`src/rtl/core/perlin_noise_3d_core_assert.svh`:
```
// ----------------------------------------------------------------------------
// perlin noise core assertion macros
// shared property forms for the core's concurrent checks
// ----------------------------------------------------------------------------
`ifndef PERLIN_NOISE_3D_CORE_ASSERT_SVH
`define PERLIN_NOISE_3D_CORE_ASSERT_SVH

// same-cycle implication
`define PNZ_ASSERT_IMP(lbl, ante, cons, msg) \
    lbl: assert property (@(posedge i_clk) disable iff (!i_rst_n) (ante) |-> (cons)) \
        else $error(msg);

// next-cycle implication
`define PNZ_ASSERT_NXT(lbl, ante, cons, msg) \
    lbl: assert property (@(posedge i_clk) disable iff (!i_rst_n) (ante) |=> (cons)) \
        else $error(msg);

`endif

```
`src/rtl/core/pnz_pkg.sv`:
```
// ----------------------------------------------------------------------------
// pnz_pkg
// shared types and constants of the perlin noise core
// ----------------------------------------------------------------------------
package pnz_pkg;

    localparam int TABLE_SIZE_DEF = 256;
    localparam int FRAC_BITS_DEF  = 16;
    localparam int COORD_W        = 24;
    localparam int IDX_W          = 8;
    localparam int OUT_W          = 18;
    localparam int OUT_FRAC       = 16;
    localparam int OUT_MAX        = 131071;
    localparam int OUT_MIN        = -131072;
    localparam int QUEUE_DEPTH    = 2;
    localparam int BACK_LAT       = 10;

    typedef enum logic {
        OP_LOAD = 1'b0,
        OP_EVAL = 1'b1
    } t_opcode;

    typedef struct packed {
        logic               eval;
        logic [IDX_W-1:0]   idx;
        logic [IDX_W-1:0]   val;
        logic [COORD_W-1:0] cx;
        logic [COORD_W-1:0] cy;
        logic [COORD_W-1:0] cz;
    } t_item;

endpackage

```
`src/rtl/core/pnz_front.sv`:
```
// ----------------------------------------------------------------------------
// pnz_front
// accepts items, classifies load or evaluate, queues them for the back end
// ----------------------------------------------------------------------------
module pnz_front #(
    parameter int QD = pnz_pkg::QUEUE_DEPTH
) (
    input  logic                         i_clk,
    input  logic                         i_rst_n,
    input  logic                         i_start,
    input  logic                         i_opcode,
    input  logic [pnz_pkg::IDX_W-1:0]    i_table_index,
    input  logic [pnz_pkg::IDX_W-1:0]    i_table_value,
    input  logic [pnz_pkg::COORD_W-1:0]  i_coord_x,
    input  logic [pnz_pkg::COORD_W-1:0]  i_coord_y,
    input  logic [pnz_pkg::COORD_W-1:0]  i_coord_z,
    output logic                         o_busy,
    output logic                         o_valid,
    output pnz_pkg::t_item               o_item
);

    localparam int PW = (QD > 1) ? $clog2(QD) : 1;
    localparam int CW = $clog2(QD + 1);

    pnz_pkg::t_item r_q [QD];
    logic [PW-1:0]  r_wp, n_wp;
    logic [PW-1:0]  r_rp, n_rp;
    logic [CW-1:0]  r_cnt, n_cnt;
    logic           w_push;
    logic           w_pop;
    pnz_pkg::t_item w_new;

    always_comb begin
        w_new.eval = (pnz_pkg::t_opcode'(i_opcode) == pnz_pkg::OP_EVAL);
        w_new.idx  = i_table_index;
        w_new.val  = i_table_value;
        w_new.cx   = i_coord_x;
        w_new.cy   = i_coord_y;
        w_new.cz   = i_coord_z;
    end

    assign o_busy  = (r_cnt == CW'(QD));
    assign w_push  = i_start && !o_busy;
    // back end never stalls, so the head leaves as soon as it is there
    assign w_pop   = (r_cnt != '0);
    assign o_valid = w_pop;
    assign o_item  = r_q[r_rp];

    always_comb begin
        n_wp  = r_wp;
        n_rp  = r_rp;
        n_cnt = r_cnt;
        if (w_push) begin
            n_wp = (r_wp == PW'(QD - 1)) ? '0 : r_wp + PW'(1);
        end
        if (w_pop) begin
            n_rp = (r_rp == PW'(QD - 1)) ? '0 : r_rp + PW'(1);
        end
        if (w_push && !w_pop) begin
            n_cnt = r_cnt + CW'(1);
        end else if (w_pop && !w_push) begin
            n_cnt = r_cnt - CW'(1);
        end
    end

    always_ff @(posedge i_clk) begin
        if (!i_rst_n) begin
            r_wp  <= '0;
            r_rp  <= '0;
            r_cnt <= '0;
        end else begin
            r_wp  <= n_wp;
            r_rp  <= n_rp;
            r_cnt <= n_cnt;
        end
    end

    always_ff @(posedge i_clk) begin
        if (w_push) begin
            r_q[r_wp] <= w_new;
        end
    end

endmodule

```
`config.mk`:
```
export PLATFORM = sky130hd
export DESIGN_NAME = pnz_front
export DESIGN_NICKNAME = d
export VERILOG_FILES = /design/src/rtl/core/perlin_noise_3d_core_assert.svh /design/src/rtl/core/pnz_pkg.sv /design/src/rtl/core/pnz_front.sv
export SDC_FILE = /design/constraint.sdc
export NUM_CORES = 1
export LEC_CHECK = 0
export BUFFER_PORTS_ARGS = -buffer_cell sky130_fd_sc_hd__clkbuf_2
export CORE_MARGIN = 3
export CORE_UTILIZATION = 36
export DETAILED_ROUTE_END_ITERATION = 10
export HOLD_SLACK_MARGIN = 0.1
export PLACE_DENSITY = 0.66
export SLEW_MARGIN = 20
export SYNTH_ARGS = -nofsm -noshare
export SYNTH_HDL_FRONTEND = slang
export SYNTH_SLANG_ARGS = --single-unit
```
`constraint.sdc`:
```
create_clock -name i_clk -period 13.6 [get_ports i_clk]
set_clock_uncertainty 0.2 [all_clocks]
set_input_delay 2.72 -clock i_clk [delete_from_list [all_inputs] [get_ports i_clk]]
set_output_delay 2.72 -clock i_clk [all_outputs]
set_load 0.03 [all_outputs]
```
==> results of run 1 <==
## path summary, 6_finish.rpt
check / start / endpoint / slack, ps / cells after the start
setup / recovery: flip-flop / o_item[70] / 8250 / 3
hold / removal: r_cnt[1] / r_cnt[1] / 340 / 2
setup reg to reg: r_cnt[0] / r_q[1][6] / 11170 / 3
hold reg to reg: r_cnt[1] / r_cnt[1] / 340 / 2
## state kept, by name (all words and copies together), names as in the netlist, named ones only
register	flops
r_cnt	2
r_q	178
r_rp	1
r_wp	1
## synthesized netlist by cell type (all sizes together)
cell type	instances	area share, %
o21ai	1	0.075
xnor2	2	0.26
and2	3	0.28
edfxtp	178	80
ha	1	0.19
mux2	89	16
dfxtp	5	1.5
and3	1	0.094
a21boi	2	0.22
buf	10	1.0
nor2	2	0.11
xor2	1	0.13
inv	3	0.17
nor3	1	0.15
nand2b	1	0.094
or3	1	0.094
o21a	1	0.11
## layer usage
layer | vias to the layer above | track usage [%]
met3 | 18 | 5.14
met1 | 1683 | 13.8
met4 | 0 | 4.55
met5 | - | 0
li1 | 1585 | -
met2 | 120 | 21.4
## cell usage in the layout, fill, tap and decap left out, types with 3 or more instances in the layout
cell         n
clkbuf_2   182
and2_1       3
mux2_2      79
buf_4        4
clkbuf_16   17
edfxtp_1   178
clkinv_2     4
inv_1        3
inv_6        3
dfxtp_1      4
mux2_4      10
## worst max-delay path: cells and delay by family (launching register included)
kind | cells | cell delay (ps)
DFF | 1 | 710
muxes | 1 | 420
buffers and inverters | 2 | 870
## power breakdown
part / leakage (nW) / switching, mW / internal, mW / total [mW]
Combinational: 1.21 / 0.311 / 0.172 / 0.483
Clock: 0.273 / 0.202 / 0.270 / 0.472
Sequential: 1.70 / 0.0347 / 0.709 / 0.744
Total: 3.19 / 0.548 / 1.15 / 1.70
## stage by stage
| step | hold slack, ps | area (sq um) |
|---|---|---|
| 2_1_floorplan | 271 | 6690 |
| 3_3_place_gp | 281 | 7860 |
| 3_5_place_dp | 328 | 7860 |
| 4_1_cts | 340 | 8420 |
| 5_1_grt | 376 | 8420 |
| 6_report | 338 | 8420 |
## final cells by class
class                   instances  area [sq um]  area share, %
flip-flops and latches        183          5450           64.7
inverters                       3          11.3          0.134
well taps                     229           287           3.40
clock inverters                13           129           1.53
repair buffers                186           941           11.2
multi-input cells             106          1170           13.9
clock buffers                  19           433           5.14
## cell families (layout without fill, tap and decap cells)
family                   Yosys count  count (layout)
buffers and inverters             13             221
AO/OA/AOI/OAI                      4               4
XOR/XNOR                           3               3
multiplexers                      89              89
adder cells (fa/ha/maj)            1               1
flip-flops                       183             183
AND/OR/NAND/NOR                    9               9
==> results.json, run 1 <==
{
  "status": "finished, final reports clean",
  "fmax_ghz": 0.187,
  "grt_pass1_vias": 3700,
  "post_cts_resized": 0,
  "cap_violations": 0,
  "syn_to_final_growth_pct": 26.0,
  "grt_pass1_wl_um": 19100,
  "num_rows": 49,
  "grt_max_degree": 49,
  "route.met3.wl_um": 989,
  "power.leakage_nw": 3.19,
  "dr.first_iter.drc_count": 172,
  "viasPerCell": 4.61,
  "dp_hpwl_um": 8360,
  "path_class": "reg -> out",
  "dr.max_layer_used": "met4",
  "slowest_delay_ps": 710,
  "track_usage_pct": 12.4,
  "power.total_mw": 1.70,
  "fin_nets": 590,
  "die_h_um": 142,
  "p_per_area_mw_per_mm2": 202,
  "post-route-min-period_ps": 5350,
  "min_path_type": "reg -> reg",
  "syn_area_sq_mm": 0.00669,
  "cts_tree": "yes",
  "fill_cells": 1545,
  "io_pins": 183,
  "post_cts_buffers": 0,
  "numCtsBuffers": 17,
  "synthDistinctLibCells": 20,
  "worst_slew_pin_slew_ps": 706,
  "overflow": 0,
  "synth_nets": 395,
  "hold_buffers": 0,
  "setup_viol": 0,
  "drive_gt1_share_pct": 60.0,
  "avgSynthCellArea_sq_um": 22.1,
  "wl_um": 12500,
  "clk_latency_ps": 410,
  "met1Wirelength_um": 4930,
  "pre_cts_ws_ps": 8580,
  "core_sq_mm": 0.0181,
  "wl_per_cell_um": 17.0,
  "gp_congestion": 0.729,
  "drc_errors": 0,
  "antenna_found_initial": 0,
  "grt_setup_unrepaired": "no",
  "portBuffers": 182,
  "yosysSeqAreaShare_pct": 81.4,
  "netlist_instances": 302,
  "ant_nets": 0,
  "maxSlewViolCount": 0,
  "fin_ws_ps": 8250,
  "cp_cell_sequence": "buf_4, mux2_2, clkbuf_2",
  "cpMaxStageDelayCell": "dfxtp_4",
  "ys_ff_latch": 183,
  "dp.cells": 707,
  "maxSlewHeadroom_pct": 52.9,
  "synth_warnings": 0,
  "max-vdd-ir-drop_v": 0.000101,
  "setup_tns_ps": 0,
  "initial_core_util_pct": 37.0,
  "fp.dieW_um": 142,
  "fin_cells": 739,
  "synth.mux.area_fraction_pct": 15.6,
  "path_max_fanout": 48,
  "dr.pass1.iters": 4,
  "htreeDepth": 4,
  "cp-end-kind": "primary output",
  "synth_top_family_by_area": "multiplexers",
  "synth_compound_area_share_pct": 0.412,
  "min_period_over_period_pct": 39.4,
  "fin_util_pct": 46.6,
  "synth-simple-area-share_pct": 0.823,
  "clkTransAtPathRegs_ps": 60,
  "clock_sinks": 183,
  "antennaDiodeCount": 0,
  "hold_violations": 0,
  "synthAdderAreaFrac_pct": 0.187,
  "die-area_sq_mm": 0.0202,
  "num_vias": 3406,
  "critPathArrivalTime_ps": 2430,
  "synthXorXnorAreaFrac_pct": 0.393,
  "setup.worst_path.start_class": "flip-flop",
  "met2_length_um": 6430,
  "clock_path_buffers": 2,
  "cp.required_ps": 10680,
  "cts-root-buf": "clkbuf_16"
}
Power figures use the tool's default switching activity.
==> run 2: changes to the inputs <==
--- a/config.mk
+++ b/config.mk
@@ -5,12 +5,13 @@
 export SDC_FILE = /design/constraint.sdc
 export NUM_CORES = 1
 export LEC_CHECK = 0
+export ABC_AREA = 1
 export BUFFER_PORTS_ARGS = -buffer_cell sky130_fd_sc_hd__clkbuf_2
 export CORE_MARGIN = 3
 export CORE_UTILIZATION = 36
 export DETAILED_ROUTE_END_ITERATION = 10
 export HOLD_SLACK_MARGIN = 0.1
-export PLACE_DENSITY = 0.66
+export PLACE_DENSITY = 0.69
 export SLEW_MARGIN = 20
 export SYNTH_ARGS = -nofsm -noshare
 export SYNTH_HDL_FRONTEND = slang
==> constraint.sdc (replaced) <==
create_clock -name i_clk -period 4.52 [get_ports i_clk]
set_clock_uncertainty 0.2 [all_clocks]
set_input_delay 0.904 -clock i_clk [delete_from_list [all_inputs] [get_ports i_clk]]
set_output_delay 0.904 -clock i_clk [all_outputs]
set_load 0.03 [all_outputs]
==> results.json, run 2 <==
{
  "min_path_type": "reg -> reg",
  "wl_per_cell_um": 16.9,
  "status": "finished, final reports clean",
  "numCtsBuffers": 17,
  "fp.dieW_um": 142,
  "hold_slack_ps": 262,
  "clk_latency_ps": 420,
  "overflow": 0,
  "yosysSeqAreaShare_pct": 81.5,
  "antenna_found_initial": 2,
  "reg_top3": "r_q x178, r_cnt x2",
  "final_cell_mix": "182 x clkbuf_2, 178 x edfxtp_1, 79 x mux2_2",
  "top_register": "r_q",
  "synth_nets": 404,
  "grt_setup_unrepaired": "no",
  "ys_ff_latch": 183,
  "clkTransAtPathRegs_ps": 60,
  "power.leakage_nw": 3.23,
  "clock_path_buffers": 2,
  "post_cts_resized": 0,
  "ant_nets": 0,
  "synth_top_area_cell": "edfxtp_1",
  "setup.worst_path.start_class": "flip-flop",
  "initial_core_util_pct": 37.0,
  "gp_congestion": 0.751,
  "async_flop_share_pct": 0,
  "yosysMostFrequentCell": "edfxtp_1",
  "clock_sinks": 183,
  "cap_violations": 0,
  "fin_nets": 599,
  "setup_tns_ps": 0,
  "largest_reg_flops": 178,
  "yosysTopAreaCellShare_pct": 80.0,
  "maxSlewHeadroom_pct": 47.2,
  "critPathArrivalTime_ps": 2100,
  "cp.required_ps": 3420,
  "path_max_fanout": 52,
  "die_h_um": 142,
  "drive_gt1_share_pct": 59.3,
  "power.total_mw": 5.59,
  "max-vdd-ir-drop_v": 0.000336,
  "io_pins": 183,
  "fill_cells": 1552,
  "crit_buf_inv": 2,
  "core_sq_mm": 0.0181,
  "ys.flop_type": "edfxtp_1",
  "synth_edf_count": 178,
  "fmax_ghz": 0.313,
  "grt_max_degree": 86,
  "min_period_over_period_pct": 70.8,
  "post-route-min-period_ps": 3200,
  "maxSlewViolCount": 0,
  "dp_hpwl_um": 8390,
  "cp_cell_sequence": "buf_12, mux2_2, clkbuf_2",
  "avgSynthCellArea_sq_um": 21.5,
  "setup_viol": 0,
  "cp-end-kind": "primary output",
  "worst_slew_pin_slew_ps": 783,
  "portBuffers": 182,
  "synthDistinctLibCells": 14,
  "num_vias": 3463,
  "synth_common_cells": "178 x edfxtp_1, 79 x mux2_2, 10 x mux2_4, 8 x inv_1",
  "r2r_slack_ps": 2310,
  "dr.first_iter.drc_count": 151,
  "min_from": "r_rp",
  "dr.pass1.iters": 4,
  "cpMaxStageDelayCell": "dfxtp_4",
  "syn_area_sq_mm": 0.00668,
  "yosys-top-cells-area": "edfxtp_1 80%, mux2_2 13%, mux2_4 2.2%",
  "hold_buffers": 0,
  "wl_um": 12600,
  "htreeDepth": 4,
  "cts_tree": "yes",
  "p_per_area_mw_per_mm2": 659,
  "syn_to_final_growth_pct": 26.8,
  "path_class": "reg -> out",
  "netlist_instances": 311,
  "viasPerCell": 4.62,
  "die-area_sq_mm": 0.0202,
  "drc_errors": 0,
  "grt_pass1_wl_um": 19300,
  "slowest_delay_ps": 690,
  "grt_pass1_vias": 3889,
  "path_delay_family": "flip-flops",
  "hold_violations": 0,
  "cts-root-buf": "clkbuf_16",
  "track_usage_pct": 12.5,
  "fin_util_pct": 46.9,
  "r2r-start": "r_cnt[1]",
  "post_cts_buffers": 0,
  "num_rows": 49,
  "layout_commonest_cell": "clkbuf_2",
  "synth_warnings": 0
}
run 2: power by group:
group / switching (mW) / leakage (nW) / internal, mW
logic: 1.18 / 1.24 / 0.654
clock network: 0.599 / 0.287 / 0.861
registers: 0.127 / 1.70 / 2.16
total: 1.91 / 3.23 / 3.68
run 2: cell families (layout without fill, tap and decap cells):
family / count (synthesis) / in the layout / synth area share [%]
AND/OR/NAND/NOR: 13 / 13 / 0.786
AO/OA/AOI/OAI: 7 / 7 / 0.524
adder cells (fa/ha/maj): 1 / 1 / 0.187
flip-flops: 183 / 183 / 81.5
buffers and inverters: 18 / 225 / 1.48
other: 0 / 2 / 0
multiplexers: 89 / 89 / 15.6
run 2: worst paths after layout:
kind,end,depth (start not counted)
setup / recovery,o_item[55],3
hold / removal,r_rp,1
setup reg to reg,r_cnt[1],9
hold reg to reg,r_rp,1
run 2: layout make-up:
type                       instances  area, sq um  area share [%]
antenna                            2         5.00          0.0590
sequential                       183         5450            64.3
clock inverter                    14          160            1.89
timing repair buffer             186          966            11.4
multi-input combinational        110         1150            13.6
tap                              229          287            3.38
inverter                           8         30.0           0.354
clock buffer                      17          425            5.02
run 2: worst reg2reg max path: cells and delay by family (launching register included):
kind / cells / cell delay, ps
buffers and inverters: 4 / 360
adder cells (fa/ha/maj): 1 / 370
AND/OR/NAND/NOR: 3 / 260
flip-flops: 1 / 360
AO/OA/AOI/OAI: 1 / 620
run 2: routing by layer:
layer | track usage [%] | wire [um] | up-vias | part of all wire, %
li1 | - | - | 1612 | -
met1 | 14.0 | 5120 | 1695 | 41
met2 | 21.2 | 6310 | 128 | 50
met3 | 4.17 | 797 | 28 | 6.3
met4 | 6.82 | 404 | 0 | 3.2
met5 | 0 | 0 | - | 0
run 2: metrics by stage:
stage	std cells	cell area, sq um	setup slack, ps
2_1_floorplan	311	6680	-985
3_3_place_gp	716	7890	1750
3_5_place_dp	716	7890	1730
4_1_cts	747	8470	1260
5_1_grt	749	8480	1210
6_report	749	8480	1320
